===== src/hdl/assert_macros.svh =====
// Assertion macros for the feedback echo delay RTL, included by fed_core.
// Assumes the including module has a clock named clock and an active-high reset named reset.
`ifndef ASSERT_MACROS_SVH
`define ASSERT_MACROS_SVH

// Checked on every clock edge outside reset.
`define FED_ASSERT(lbl, prop, msg) \
   lbl: assert property (@(posedge clock) disable iff (reset) prop) else $error(msg);

// Checked on every clock edge, reset included.
`define FED_ASSERT_ALWAYS(lbl, prop, msg) \
   lbl: assert property (@(posedge clock) prop) else $error(msg);

`endif


===== src/hdl/fed_pkg.sv =====
// Shared types and constants for the feedback echo delay block.
// No dependencies; used by feedback_echo_delay, fed_csr and fed_core (not fed_delay_mem).
package fed_pkg;

   localparam int DEFAULT_MAX_DELAY   = 16384;
   localparam int DEFAULT_SAMPLE_BITS = 16;

   localparam int CFG_LEN_W  = 15;
   localparam int GAIN_W     = 16;
   localparam int GAIN_ONE   = 32768;

   localparam int CSR_ADDR_W = 4;
   localparam int CSR_DATA_W = 32;

   localparam logic [CFG_LEN_W-1:0] RESET_DELAY_LENGTH  = 15'd13230;
   localparam logic [GAIN_W-1:0]    RESET_FEEDBACK_GAIN = 16'd16384;
   localparam logic [GAIN_W-1:0]    RESET_MIX_LEVEL     = 16'd16384;

   typedef enum logic [1:0] {
      REG_DELAY_LENGTH  = 2'd0,
      REG_FEEDBACK_GAIN = 2'd1,
      REG_MIX_LEVEL     = 2'd2
   } reg_index_type;

   typedef enum logic [1:0] {
      ST_IDLE,
      ST_FEEDBACK,
      ST_SUM,
      ST_MIX
   } fed_state_type;

   typedef struct packed {
      logic [CFG_LEN_W-1:0] delay_length;
      logic [GAIN_W-1:0]    feedback_gain;
      logic [GAIN_W-1:0]    mix_level;
   } fed_cfg_type;

endpackage


===== src/hdl/fed_csr.sv =====
// APB-style register file: delay length, feedback gain, mix level.
// Depends on fed_pkg; feeds the raw register values to fed_core.
module fed_csr
   import fed_pkg::*;
(
   input  logic                  clock,
   input  logic                  reset,
   input  logic                  csr_psel,
   input  logic                  csr_penable,
   input  logic                  csr_pwrite,
   input  logic [CSR_ADDR_W-1:0] csr_paddr,
   input  logic [CSR_DATA_W-1:0] csr_pwdata,
   output logic [CSR_DATA_W-1:0] csr_prdata,
   output logic                  csr_pready,
   output fed_cfg_type           cfg
);

   logic [CFG_LEN_W-1:0] delay_length_ff, delay_length_in;
   logic [GAIN_W-1:0]    feedback_gain_ff, feedback_gain_in;
   logic [GAIN_W-1:0]    mix_level_ff, mix_level_in;
   logic                 wr_stb;
   reg_index_type        reg_idx;

   assign csr_pready = 1'b1;
   assign wr_stb     = csr_psel && csr_penable && csr_pwrite && csr_pready;
   assign reg_idx    = reg_index_type'(csr_paddr[CSR_ADDR_W-1:2]);

   always_comb begin
      delay_length_in  = delay_length_ff;
      feedback_gain_in = feedback_gain_ff;
      mix_level_in     = mix_level_ff;
      if (wr_stb) begin
         case (reg_idx)
            REG_DELAY_LENGTH:  delay_length_in  = csr_pwdata[CFG_LEN_W-1:0];
            REG_FEEDBACK_GAIN: feedback_gain_in = csr_pwdata[GAIN_W-1:0];
            REG_MIX_LEVEL:     mix_level_in     = csr_pwdata[GAIN_W-1:0];
            default: ;
         endcase
      end
   end

   always_comb begin
      case (reg_idx)
         REG_DELAY_LENGTH:  csr_prdata = CSR_DATA_W'(delay_length_ff);
         REG_FEEDBACK_GAIN: csr_prdata = CSR_DATA_W'(feedback_gain_ff);
         REG_MIX_LEVEL:     csr_prdata = CSR_DATA_W'(mix_level_ff);
         default:           csr_prdata = '0;
      endcase
   end

   always_ff @(posedge clock) begin
      if (reset) begin
         delay_length_ff  <= RESET_DELAY_LENGTH;
         feedback_gain_ff <= RESET_FEEDBACK_GAIN;
         mix_level_ff     <= RESET_MIX_LEVEL;
      end else begin
         delay_length_ff  <= delay_length_in;
         feedback_gain_ff <= feedback_gain_in;
         mix_level_ff     <= mix_level_in;
      end
   end

   assign cfg.delay_length  = delay_length_ff;
   assign cfg.feedback_gain = feedback_gain_ff;
   assign cfg.mix_level     = mix_level_ff;

endmodule


===== config.mk =====
export PLATFORM = sky130hd
export DESIGN_NAME = fed_csr
export DESIGN_NICKNAME = d
export VERILOG_FILES = /design/src/hdl/assert_macros.svh /design/src/hdl/fed_pkg.sv /design/src/hdl/fed_csr.sv
export SDC_FILE = /design/constraint.sdc
export NUM_CORES = 1
export LEC_CHECK = 0
export BUFFER_PORTS_ARGS = -buffer_cell sky130_fd_sc_hd__buf_2
export CAP_MARGIN = 15
export CELL_PAD_IN_SITES_DETAIL_PLACEMENT = 1
export CELL_PAD_IN_SITES_GLOBAL_PLACEMENT = 1
export CORE_MARGIN = 8
export CORE_UTILIZATION = 30
export CTS_CLUSTER_DIAMETER = 100
export DETAILED_ROUTE_END_ITERATION = 12
export GPL_ROUTABILITY_DRIVEN = 1
export PLACE_DENSITY = 0.82
export SETUP_SLACK_MARGIN = 0.4
export SYNTH_ARGS = -nofsm -noshare
export SYNTH_HDL_FRONTEND = slang
export SYNTH_SLANG_ARGS = --single-unit

===== constraint.sdc =====
create_clock -name clock -period 1.4 [get_ports clock]
set_input_delay 0.28 -clock clock [delete_from_list [all_inputs] [get_ports clock]]
set_output_delay 0.28 -clock clock [all_outputs]
set_load 0.01 [all_outputs]

**Yosys cells after proc, flatten, opt, wreduce, memory -nomap -nowiden**

Cells that the tools add are included.
W data, S select, Z words.

- Word-level logic and storage cells: 12
- Bits in registers: 47
- Input port bits: 41
- Output and inout bits: 80

- Muxes and demuxes: 1
- Reductions and logical operators: 6
- Equality and inequality tests: 2

Operators with widths:

| kind | count |
|---|---|
| $pmux W16 S3 | 1 |
| $reduce_and A2 Y1 | 3 |
| $eq A2 B1 Y1 const B | 1 |
| $eq A2 B2 Y1 const B | 1 |
| $logic_and A1 B1 Y1 | 2 |
| $logic_not A2 Y1 | 1 |

**Depth between registers and ports, before layout**

- Word-level depth: 3
- Depth in mapped cells: 6
- Depth with buffers taken out: 3

**Least setup slack after synthesis**

OpenSTA, ideal clock, no wires.

- Path type: input-to-output
- From: in csr_paddr[2]
- To: out csr_prdata[10]
- Arrival: 1.182 ns
- Data required time: 1.120 ns
- Cell stages on the path: 4
- Path slack: -0.062 ns
- Cells stage by stage: buf_2 > buf_2 > mux2i_1 > o21ai_0

- Word-level cells in the longest chain between the ends: 2

Ends and longest elaborated chain:

| element | line | source |
|---|---|---|
| start, declared | fed_csr.sv:11 | `input logic [CSR_ADDR_W-1:0] csr_paddr,` |
| $eq A2 B2 Y1 (tied with other cells) | fed_csr.sv:43 | `case (reg_idx)` |
| $pmux W16 S3 * | fed_csr.sv:43 |  |
| end, declared | fed_csr.sv:13 | `output logic [CSR_DATA_W-1:0] csr_prdata,` |

Every way passes the cells marked *; elsewhere a longest branch is shown, timed or not.

**Worst setup path after layout**

- From: in csr_paddr[3]
- To: out csr_prdata[15]

The elaborated chain is that of the path after synthesis.

==> summary.md <==
| Metric | Value |
|---|---|
| Clk slew on worst S/H paths | 0.09 ns |
| Worst Hold Endpoint | delay_length_ff[14] |
| Post-synth top area cell | dfxtp_1 |
| Post-synth cell types | 20 |
| CP endpoint kind | output pin |
| 1st-pass router iterations | 4 |
| Core area | 0.00805 mm^2 |
| Final hold vios | 0 |
| Vias in the first global route | 2,234 |
| TritonCTS Buffers | 5 |
| Post-route DRC | 0 |
| Crit path DAT | 1.06 ns |
| I/O Buffers | 85 |
| Initial antenna violation count | 0 |
| Die height | 106 um |
| YS warnings | 0 |
| First-pass GRT wire length | 11.9 mm |
| Worst r2r dst | mix_level_ff[0] |
| Final wirelength | 7.85 mm |
| Layout cell share with drive strength beyond 1 | 57.0% |
| Die area | 0.0112 mm^2 |
| Crit Path Max Fanout | 5 |
| Internal reg-to-reg setup slack | 0.66 ns |
| Total power | 2.62 mW |
| HP Class | in -> reg |
| Outcome | completed |
| Rows | 33 |
| Worst r2r path cells | 3 |
| Setup TNS | 0 ns |
| Largest net degree at the start of global routing | 74 |
| Layout area overhead | 58.7% |
| Clock latency on the worst-skew pair | 0.29 ns |
| Fmax | 746 MHz |
| CTS max path bufs | 2 |
| Synth Register Bits | 47 |
| Most common cell in the netlist | mux2i_1 |
| Area contributors post-synth | dfxtp_1, mux2i_1, nand2b_1 |
| Top FF cell, synth | dfxtp_1 |
| R2R Path Start | mix_level_ff[0] |
| Post-synth top cells | mux2i_1, nand2b_1, dfxtp_1, nor2_1, buf_4 |
| CTS H-tree depth | 2 |
| Pwr Density | 678 mW/mm^2 |
| Final Cycle Share | 95.7% |
| Initial core utilization | 30.2% |
| Leak | 1.82 nW |
| Hold WS | 0.246 ns |
| Yosys top cell area share | 38.7% |
| WHS Path Cells | 3 |
| Die Wd | 106 um |
| Final GP Congestion | 0.665 |
| Hold Path Origin | csr_pwdata[14] |
| Total GRT Usage | 13.1% |
| NumNets Final | 398 |
| Post-DP HPWL | 5.32 mm |
| Clk root buf | clkbuf_8 |
| DR vias | 2,107 |
| VDD IR max | 0.418 mV |
| Cts hold-fix bufs | 0 |
| # diodes | 0 |
| DRT antenna net count | 0 |
| Startpoint Class | primary input |
| Final setup vio count | 0 |
| Mapped Cells | 258 |
| Tmin final | 1.34 ns |
| Ports | 121 |
| Ys async rst share | 0% |
| Post-synth EDFFs | 0 |
| Wire per inst | 16.9 um |
| Critical Path RT | 1.12 ns |
| Vias per cell | 4.55 |
| Max-cap violations | 0 |
| Area of the mapped netlist | 0.00243 mm^2 |
| Fin util | 47.9% |
| TritonCTS clock tree | done |
| Seq/Total Area, Yosys | 38.7% |
| Layout Skew | 0 ns |
| Worst setup path class | in -> out |
| Unrepaired setup endpoints after global routing | true |
| Initial drt markers | 52 |
| Synth Area per Inst | 9.42 um^2 |
| GRT overflow | 0 |
| Clock net sink count | 47 |
| Fillers | 912 |
| Count of pins over their slew limit | 0 |
==> what timing repair did <==
item	in CTS	in global routing
endpoints found under the setup margin	84	92
pin swaps	6	8
cloned	1	1
setup buffers	5	8
gates resized for setup	106	62
endpoints found under the hold margin	0	0
==> per-stage QoR <==
stage	cell area (um^2)	setup slack, ns	instances
global placement	3040	0.0206	440
finish	3860	0.0603	463
detailed placement	3040	0.0167	440
CTS	3490	0.0483	454
floorplan	2610	0.195	273
global route	3860	0.0282	463
==> placed cells by master (no fill, tap or decap), types with 5 or more instances in the layout <==
cell type,n
mux2i_1,57
nand2b_1,52
buf_6,47
buf_2,40
dfxtp_2,32
nor2_1,21
conb_1,17
dfxtp_4,15
o21ai_2,12
nand2_4,11
buf_4,11
buf_12,9
clkbuf_8,5
==> per-layer routing <==
layer	vias up	GRT usage, %	wire, um
met4	0	2.41	38
li1	1015	-	-
met3	4	4.48	531
met2	57	23.1	4070
met5	-	0	0
met1	1031	15.0	3210
==> where the power goes <==
part | internal (mW) | switching (mW)
combinational | 0.227 | 0.230
sequential | 1.33 | 0.0198
clock | 0.352 | 0.456
total | 1.91 | 0.706
==> critical path, cell delays in order <==
cell and delay, ns:
buf_8 0.08, nor2b_4 0.24, clkbuf_16 0.20, a22o_1 0.13
buf_2 0.12
==> cell families (layout without fill, tap and decap cells) <==
kind of cell | after synthesis | count (layout) | share of synthesized area, %
and+or+nand+nor | 96 | 96 | 22.6
muxes | 62 | 62 | 25.5
DFF | 47 | 47 | 38.7
other | 2 | 17 | 0.309
AOI/OAI and AO/OA | 16 | 16 | 3.45
buffers and inverters | 35 | 120 | 9.42
==> registers in the layout (all words and copies together) (netlist names) <==
register	count
delay_length_ff	15
feedback_gain_ff	16
mix_level_ff	16
==> how the worst max path moves through the flow <==
stage	startpoint	end	slack, ns	cells past startpoint
floorplan	csr_paddr[3]	mix_level_ff[14]	0.19	6
global placement	csr_paddr[2]	csr_prdata[15]	0.02	5
detailed placement	csr_paddr[2]	csr_prdata[15]	0.02	5
CTS	csr_paddr[3]	csr_prdata[14]	0.05	6
global route	feedback_gain_ff[0]	csr_prdata[0]	0.03	3
finish	csr_paddr[3]	csr_prdata[15]	0.06	5
==> layout make-up <==
| cell class | instances | area, um^2 | area share, % |
|---|---|---|---|
| well taps | 105 | 131 | 3.41 |
| multi-input cells | 191 | 1520 | 39.4 |
| clock inverters | 1 | 5.00 | 0.130 |
| flip-flops and latches | 47 | 1040 | 26.9 |
| repair buffers | 112 | 1090 | 28.2 |
| clock buffers | 7 | 76.3 | 1.98 |
Power figures use the tool's default switching activity.
