===== config.mk =====
export PLATFORM = sky130hd
export DESIGN_NAME = fed_core
export DESIGN_NICKNAME = d
export VERILOG_FILES = /design/src/hdl/fed_pkg.sv /design/src/hdl/fed_core.sv
export VERILOG_INCLUDE_DIRS = /design/src /design/src/hdl
export SDC_FILE = /design/constraint.sdc
export NUM_CORES = 2
export LEC_CHECK = 0
export BUFFER_PORTS_ARGS = -buffer_cell sky130_fd_sc_hd__buf_4
export CORE_UTILIZATION = 50
export CTS_CLUSTER_DIAMETER = 30
export DETAILED_ROUTE_END_ITERATION = 8
export PLACE_DENSITY = 0.77
export REMOVE_ABC_BUFFERS = 1
export SLEW_MARGIN = 25
export SYNTH_ARGS = -nofsm -noshare
export SYNTH_HDL_FRONTEND = slang
export SYNTH_SLANG_ARGS = --single-unit

===== constraint.sdc =====
create_clock -name clock -period 22 [get_ports clock]
set_input_delay 0 -clock clock [delete_from_list [all_inputs] [get_ports clock]]
set_output_delay 0 -clock clock [all_outputs]
set_load 0.05 [all_outputs]

===== src/hdl/assert_macros.svh =====
// Assertion macros for the feedback echo delay RTL, included by fed_core.
// Assumes the including module has a clock named clock and an active-high reset named reset.
`ifndef ASSERT_MACROS_SVH
`define ASSERT_MACROS_SVH

// Checked on every clock edge outside reset.
`define FED_ASSERT(lbl, prop, msg) \
   lbl: assert property (@(posedge clock) disable iff (reset) prop) else $error(msg);

// Checked on every clock edge, reset included.
`define FED_ASSERT_ALWAYS(lbl, prop, msg) \
   lbl: assert property (@(posedge clock) prop) else $error(msg);

`endif


===== src/hdl/fed_pkg.sv =====
// Shared types and constants for the feedback echo delay block.
// No dependencies; used by feedback_echo_delay, fed_csr and fed_core (not fed_delay_mem).
package fed_pkg;

   localparam int DEFAULT_MAX_DELAY   = 16384;
   localparam int DEFAULT_SAMPLE_BITS = 16;

   localparam int CFG_LEN_W  = 15;
   localparam int GAIN_W     = 16;
   localparam int GAIN_ONE   = 32768;

   localparam int CSR_ADDR_W = 4;
   localparam int CSR_DATA_W = 32;

   localparam logic [CFG_LEN_W-1:0] RESET_DELAY_LENGTH  = 15'd13230;
   localparam logic [GAIN_W-1:0]    RESET_FEEDBACK_GAIN = 16'd16384;
   localparam logic [GAIN_W-1:0]    RESET_MIX_LEVEL     = 16'd16384;

   typedef enum logic [1:0] {
      REG_DELAY_LENGTH  = 2'd0,
      REG_FEEDBACK_GAIN = 2'd1,
      REG_MIX_LEVEL     = 2'd2
   } reg_index_type;

   typedef enum logic [1:0] {
      ST_IDLE,
      ST_FEEDBACK,
      ST_SUM,
      ST_MIX
   } fed_state_type;

   typedef struct packed {
      logic [CFG_LEN_W-1:0] delay_length;
      logic [GAIN_W-1:0]    feedback_gain;
      logic [GAIN_W-1:0]    mix_level;
   } fed_cfg_type;

endpackage


===== src/hdl/fed_core.sv =====
// Sequencer and datapath: read delayed sample, feedback multiply, write back, wet/dry mix.
// Depends on fed_pkg and assert_macros.svh; drives fed_delay_mem.
`include "assert_macros.svh"

module fed_core
   import fed_pkg::*;
#(
   parameter int MAX_DELAY   = DEFAULT_MAX_DELAY,
   parameter int SAMPLE_BITS = DEFAULT_SAMPLE_BITS
) (
   input  logic                         clock,
   input  logic                         reset,
   input  fed_cfg_type                  cfg,
   input  logic                         req_tvalid,
   output logic                         req_tready,
   input  logic [SAMPLE_BITS-1:0]       req_sample,
   output logic                         rsp_tvalid,
   input  logic                         rsp_tready,
   output logic [SAMPLE_BITS-1:0]       rsp_sample,
   output logic                         mem_rd_en,
   output logic                         mem_wr_en,
   output logic [$clog2(MAX_DELAY)-1:0] mem_addr,
   output logic [SAMPLE_BITS-1:0]       mem_wr_data,
   input  logic [SAMPLE_BITS-1:0]       mem_rd_data
);

   localparam int SB     = SAMPLE_BITS;
   localparam int PTR_W  = $clog2(MAX_DELAY);
   localparam int CNT_W  = $clog2(MAX_DELAY + 1);
   localparam int LEN_W  = (CNT_W > CFG_LEN_W) ? CNT_W : CFG_LEN_W;
   localparam int GS_W   = GAIN_W + 1;
   localparam int PROD_W = SB + GS_W;
   localparam int ACC_W  = SB + GS_W + 1;
   localparam logic [GAIN_W-1:0]     GAIN_MAX  = GAIN_W'(GAIN_ONE);
   localparam logic signed [ACC_W-1:0] ROUND_HALF = ACC_W'(GAIN_ONE / 2);

   function automatic logic [SB-1:0] sat(input logic signed [ACC_W-1:0] v);
      logic signed [ACC_W-1:0] hi;
      logic signed [ACC_W-1:0] lo;
      hi = $signed({{(ACC_W-SB+1){1'b0}}, {(SB-1){1'b1}}});
      lo = ~hi;
      if (v > hi) begin
         sat = hi[SB-1:0];
      end else if (v < lo) begin
         sat = lo[SB-1:0];
      end else begin
         sat = v[SB-1:0];
      end
   endfunction

   fed_state_type state_ff, state_in;

   logic [PTR_W-1:0]         ptr_ff, ptr_in;
   logic [CNT_W-1:0]         fill_ff, fill_in;       // entries [0, fill) have been written
   logic                     rd_valid_ff, rd_valid_in;
   logic signed [SB-1:0]     x_ff, x_in;
   logic signed [PROD_W-1:0] fb_prod_ff, fb_prod_in;
   logic signed [PROD_W-1:0] dry_ff, dry_in;
   logic signed [SB-1:0]     sum_ff, sum_in;
   logic                     rsp_valid_ff, rsp_valid_in;
   logic [SB-1:0]            rsp_data_ff, rsp_data_in;

   logic [LEN_W-1:0]         len_raw, len_eff, ptr_inc;
   logic [GAIN_W-1:0]        fb_gain, mix_gain;
   logic signed [GS_W-1:0]   fb_s, mix_s, dry_s;
   logic signed [SB-1:0]     delayed;
   logic signed [ACC_W-1:0]  fb_round, sum_wide, acc, acc_round;
   logic [SB-1:0]            sum_sat;
   logic                     req_acc;
   logic                     out_free;

   // Effective configuration
   always_comb begin
      len_raw = LEN_W'(cfg.delay_length);
      if (len_raw == '0) begin
         len_eff = LEN_W'(1);
      end else if (len_raw > LEN_W'(MAX_DELAY)) begin
         len_eff = LEN_W'(MAX_DELAY);
      end else begin
         len_eff = len_raw;
      end
      fb_gain  = (cfg.feedback_gain > GAIN_MAX) ? GAIN_MAX : cfg.feedback_gain;
      mix_gain = (cfg.mix_level > GAIN_MAX) ? GAIN_MAX : cfg.mix_level;
   end

   assign fb_s    = $signed({1'b0, fb_gain});
   assign mix_s   = $signed({1'b0, mix_gain});
   assign dry_s   = $signed(GS_W'(GAIN_ONE)) - mix_s;
   assign delayed = rd_valid_ff ? $signed(mem_rd_data) : '0;
   assign ptr_inc = LEN_W'(ptr_ff) + LEN_W'(1);

   // round half up: add half an LSB then floor shift
   assign fb_round  = (ACC_W'(fb_prod_ff) + ROUND_HALF) >>> 15;
   assign sum_wide  = fb_round + ACC_W'(x_ff);
   assign sum_sat   = sat(sum_wide);
   assign acc       = ACC_W'(dry_ff) + ACC_W'(sum_ff * mix_s);
   assign acc_round = (acc + ROUND_HALF) >>> 15;

   assign req_tready = (state_ff == ST_IDLE);
   assign req_acc    = req_tvalid && req_tready;
   assign out_free   = !rsp_valid_ff || rsp_tready;

   always_comb begin
      state_in     = state_ff;
      ptr_in       = ptr_ff;
      fill_in      = fill_ff;
      rd_valid_in  = rd_valid_ff;
      x_in         = x_ff;
      fb_prod_in   = fb_prod_ff;
      dry_in       = dry_ff;
      sum_in       = sum_ff;
      rsp_valid_in = rsp_valid_ff && !rsp_tready;
      rsp_data_in  = rsp_data_ff;
      mem_rd_en    = 1'b0;
      mem_wr_en    = 1'b0;
      mem_addr     = ptr_ff;
      mem_wr_data  = sum_sat;

      case (state_ff)
         ST_IDLE: begin
            if (req_acc) begin
               x_in        = $signed(req_sample);
               mem_rd_en   = 1'b1;
               rd_valid_in = CNT_W'(ptr_ff) < fill_ff;
               state_in    = ST_FEEDBACK;
            end
         end
         ST_FEEDBACK: begin
            fb_prod_in = delayed * fb_s;
            dry_in     = x_ff * dry_s;
            state_in   = ST_SUM;
         end
         ST_SUM: begin
            mem_wr_en = 1'b1;
            sum_in    = $signed(sum_sat);
            if (CNT_W'(ptr_ff) == fill_ff) begin
               fill_in = fill_ff + CNT_W'(1);
            end
            ptr_in   = (ptr_inc >= len_eff) ? '0 : ptr_inc[PTR_W-1:0];
            state_in = ST_MIX;
         end
         ST_MIX: begin
            if (out_free) begin
               rsp_valid_in = 1'b1;
               rsp_data_in  = sat(acc_round);
               state_in     = ST_IDLE;
            end
         end
         default: state_in = ST_IDLE;
      endcase
   end

   always_ff @(posedge clock) begin
      if (reset) begin
         state_ff     <= ST_IDLE;
         ptr_ff       <= '0;
         fill_ff      <= '0;
         rsp_valid_ff <= 1'b0;
      end else begin
         state_ff     <= state_in;
         ptr_ff       <= ptr_in;
         fill_ff      <= fill_in;
         rsp_valid_ff <= rsp_valid_in;
      end
   end

   always_ff @(posedge clock) begin
      rd_valid_ff <= rd_valid_in;
      x_ff        <= x_in;
      fb_prod_ff  <= fb_prod_in;
      dry_ff      <= dry_in;
      sum_ff      <= sum_in;
      rsp_data_ff <= rsp_data_in;
   end

   assign rsp_tvalid = rsp_valid_ff;
   assign rsp_sample = rsp_data_ff;

   `FED_ASSERT(a_ptr_within_fill, CNT_W'(ptr_ff) <= fill_ff, "write pointer ran past fill count")
   `FED_ASSERT(a_fill_bound, fill_ff <= CNT_W'(MAX_DELAY), "fill count exceeds delay line depth")
   `FED_ASSERT(a_wr_only_in_sum, mem_wr_en |-> (state_ff == ST_SUM && !mem_rd_en), "stray delay line write")
   `FED_ASSERT(a_rsp_from_mix, $rose(rsp_valid_ff) |-> $past(state_ff == ST_MIX), "result loaded outside mix step")

endmodule

After elaboration in Yosys (flattened, before gate mapping)
Index checks and enable logic that the tools add are counted.
{ "word_totals": {"ff_bits": 147, "input_bits": 83, "output_inout_bits": 50, "elab_cells": 63} }
{ "classes": {"n_addsub": 7, "mul": 3, "n_lt_le_gt_ge": 9, "eq_ne": 6, "mux": 17, "reduce_logical": 11} }
{ "op_table": {"columns": ["op", "n"], "rows": [
  ["$mul A16 B17 Y33", 3],
  ["$mux W16", 6],
  ["$add A33 B16 Y34 const B", 1],
  ["$add A33 B33 Y34", 1],
  ["$add A34 B16 Y34 const B", 1],
  ["$gt A16 B16 Y1 const B", 2],
  ["$mux W15", 2],
  ["$add A19 B16 Y20", 1],
  ["$gt A20 B16 Y1 const B", 1],
  ["$lt A20 B16 Y1 const B", 1],
  ["$gt A19 B16 Y1 const B", 1],
  ["$lt A19 B16 Y1 const B", 1],
  ["$sub A16 B16 Y17 const A", 1],
  ["$add A14 B1 Y15 const B", 1],
  ["$add A15 B1 Y15 const B", 1],
  ["$eq A14 B15 Y1", 1],
  ["$ge A15 B15 Y1", 1],
  ["$gt A15 B15 Y1 const B", 1],
  ["$logic_not A15 Y1", 1],
  ["$lt A14 B15 Y1", 1],
  ["$mux W14", 1],
  ["$pmux W2 S4", 1],
  ["$reduce_and A2 Y1", 4],
  ["$mux W1", 5],
  ["9 further kinds", 13]
]} }

Depth between registers and ports, before layout
{ "logic_depth": {"word_depth": 7, "ltp_mapped": 36, "ltp_nobuf": 32} }

Least setup slack after synthesis
No wires, ideal clock.
{ "synth_path": {"path_type": "input-to-reg", "from": "input cfg[15] in the netlist's numbering", "to": "register dry_ff[31], data pin", "setup_ps": 265, "arrival_time_ps": 7168, "t_required_ps": 21735, "path_slack_ps": 14567, "stages": 33, "path_buffers": 4, "cell_sequence": "buf_1 nor2b_1 clkbuf_1 clkbuf_1 inv_1 ha_1 o21ai_0 nor4_2 nand2_1 nor3_2 xnor2_1 buf_2 nand2_1 fa_1 inv_1 fa_1 inv_1 fa_1 fa_1 fa_1 inv_1 fa_1 ha_1 a21o_1 a211oi_1 o21ai_0 o21ai_0 a311oi_1 o21a_1 o21a_1 nor2_1 o21ai_0 xor2_1"} }
{ "synth_between": {"elab_chain_len": 4} }
{ "synth_lines": {"columns": ["element", "line", "rtl"], "rows": [
  ["start, declared", "fed_core.sv:13", "input fed_cfg_type cfg,"],
  ["$gt A16 B16 Y1", "fed_core.sv:83", "mix_gain = (cfg.mix_level > GAIN_MAX) ? GAIN_MAX : cfg.mix_level;"],
  ["$mux W16 (*)", "fed_core.sv:83", null],
  ["$sub A16 B16 Y17 (*)", "fed_core.sv:88", "assign dry_s = $signed(GS_W'(GAIN_ONE)) - mix_s;"],
  ["$mul A16 B17 Y33 (*)", "fed_core.sv:130", "dry_in = x_ff * dry_s;"],
  ["end signal, assigned", "fed_core.sv:171", "dry_ff <= dry_in;"],
  ["end, declared", "fed_core.sv:58", "logic signed [PROD_W-1:0] dry_ff, dry_in;"]
]} }
Mark *: on every way between the ends. The rest lies on a longest branch, timed or not.
A chain may end at the register's enable or synchronous reset.

Worst setup path after layout
{ "layout_path": {"from": "input cfg[5] in the netlist's numbering", "to": "register dry_ff[32], data pin"} }
The elaborated chain is that of the path after synthesis.

==> reports/results.txt <==
Status: completed
Port Buffers: 132
Worst-Skew Late Latency: 480 ps
Synth Flop Type: edfxtp_1
Pre-antenna DRT Iters: 5
GRT Resource Usage Total: 0.255
Maxcap violations: 0
CTS sink cnt: 133
Worst EP required: 22220 ps
Initial drt markers: 1693
Initial core utilization: 0.508
Inserted Clock Buffers: 17
FMAX: 114 MHz
Layout net count: 5055
Clk buf depth: 2
Synth area leaders: fa_1 40%, ha_1 13%, inv_1 9.4%
RSZ-0062 raised after global routing: no
Setup TNS: 0 ps
CTS H-tree lvls: 4
Vias in the first global route: 27884
CTS Root Cell: clkbuf_16
Critical path's top delay family: adder cells
Die span in y: 267 um
Clock Skew: 16.3 ps
Worst EP arrival: 8970 ps
Clk pin slew, worst setup/hold paths: 70 ps
Core area: 69100 um^2
Hold Path Depth: 2
Synth top cells by count: 880 x inv_1, 697 x fa_1, 518 x nand2_1, 371 x ha_1, 190 x and2_1
Remaining routing DRC violations: 0
Via-per-instance ratio: 5.41
Yosys top cell area share: 0.398
Final Slew Violations: 0
Top Ports: 133
Buf/Inv on CP: 7
DR vias: 26280
Yosys cell types: 84
Crit path depth: 33
Cell Area, Synth: 35100 um^2
Seq/Total Area, Yosys: 0.105
Count of flip-flops with a built-in enable after synthesis: 101
Initial antenna violation count: 8
Critical path class: in -> reg
Asr flop ratio synth: 0
CTS tree: yes
Most common cell in the netlist: inv_1
Largest net degree at the start of global routing: 57
Row count: 96
First-pass GRT wire length: 142000 um
FF-to-FF path depth: 24
Worst setup SP type: input pin
Setup crit end kind: register
Slew @ Worst Pin: 1170 ps
Detail Route Antenna Nets: 0
DP HPWL: 70900 um
Final hold vios: 0
Syn avg cell area: 9.11 um^2
Minimum clock period: 8750 ps
Total Wirelength: 86400 um
Avg WL per Cell: 17.8 um
Worst-path maximum fanout: 56
Gate Count Post-Synth: 3853
CP peak stage delay: 640 ps
Gpl congestion: 0.978
Final global-route overflow total: 0
Synth area leader: fa_1
Share of layout cells above drive strength 1: 0.0613
#FFs+latches synth: 133
Setup-failing EPs final: 0
CTS resizes: 0
Synth-to-Final Area Change: 7.52%
Hold Path Class: in -> reg
Die X: 267 um
Die area: 71300 um^2
Syn. warnings: 0
Slew headroom: 0.214
Crit-path most repeated cell: fa_1
Part of the cycle the worst path needs: 0.398
Slowest CP cell: xor2_2
-- metal layers --
layer / vias to the layer above / global-route usage / share of wire
met1: 13099 / 0.311 / 0.38
met2: 1131 / 0.426 / 0.48
met4: 6 / 0.114 / 0.048
li1: 11806 / - / -
met3: 238 / 0.0650 / 0.091
met5: - / 0 / 0.00040
-- cell usage in the layout, fill, tap and decap left out, types with 13 or more instances in the layout --
| master | n |
|---|---|
| dfxtp_1 | 32 |
| clkbuf_16 | 19 |
| nor2b_1 | 34 |
| nor4_1 | 13 |
| nor2_1 | 183 |
| nand2_1 | 518 |
| nand4_1 | 18 |
| nor3_1 | 21 |
| xor2_1 | 35 |
| fa_1 | 697 |
| xnor2_1 | 103 |
| o21ai_0 | 45 |
| and3_1 | 81 |
| a21oi_1 | 84 |
| inv_1 | 880 |
| nand3_1 | 39 |
| ha_1 | 370 |
| buf_4 | 165 |
| nand2b_1 | 46 |
| a21o_1 | 58 |
| edfxtp_1 | 101 |
| dlygate4sd3_1 | 21 |
| o21a_1 | 15 |
| and2_1 | 190 |
-- worst reg2reg max path, delay by kind of cell, from the launching register on --
kind / cells / cell delay [ps]
compound gates: 8 / 2180
fa+ha+maj: 7 / 3380
buf+inv: 6 / 620
flops: 1 / 340
simple gates: 3 / 1110
-- area by class of cell --
cell class | count | area (um^2)
Timing Repair Buffer | 186 | 1450
Clock inverter | 12 | 100
Sequential cell | 133 | 3670
Clock buffer | 20 | 479
Multi-Input combinational cell | 2686 | 27600
Antenna cell | 6 | 15.0
Inverter | 880 | 3300
Fill cell | 6103 | 31300
Tap cell | 931 | 1160
-- per-stage QoR --
step                      worst slack, ps  instance area (um^2)  hold WS, ps  instances   util
final                               13250                 37700          250       4854  0.546
after global routing                12700                 37700          271       4850  0.546
after CTS                           13380                 37700          230       4848  0.546
after detailed placement            12890                 36900          180       4795  0.535
after global placement              12940                 36900          179       4795  0.534
after floorplan                     13340                 34500         69.1       3699      -
-- final timing paths --
check	start	end	slack (ps)
worst min-delay path	req_sample[1]	x_ff[1]	250
worst max-delay path	cfg[5]	dry_ff[32]	13250
worst min register to register	fill_ff[10]	fill_ff[10]	490
worst max register to register	rd_valid_ff	fb_prod_ff[26]	14120
-- kinds of logic after synthesis --
family / after synthesis / synth area share
AOI/OAI and AO/OA: 293 / 0.0573
buffers and inverters: 1034 / 0.112
xor gates and xnor gates: 139 / 0.0347
and+or+nand+nor: 1184 / 0.161
adders and majority gates: 1068 / 0.530
muxes: 2 / 0.000570
DFF: 133 / 0.105
-- registers in the layout, indices dropped and copies added (netlist names) --
register	cells
rsp_tvalid	1
x_ff	16
rd_valid_ff	1
fill_ff	15
rsp_sample	16
dry_ff	33
sum_ff	16
fb_prod_ff	19
state_ff	2
mem_addr	14
-- timing repair --
item                      CTS  global route
setup buffers               0             0
hold buffers               21             0
hold endpoints to repair   48             0
Power is left out: the tool's default activity adds up to more than one toggle a clock period on the data nets, which glitch-free logic cannot reach.
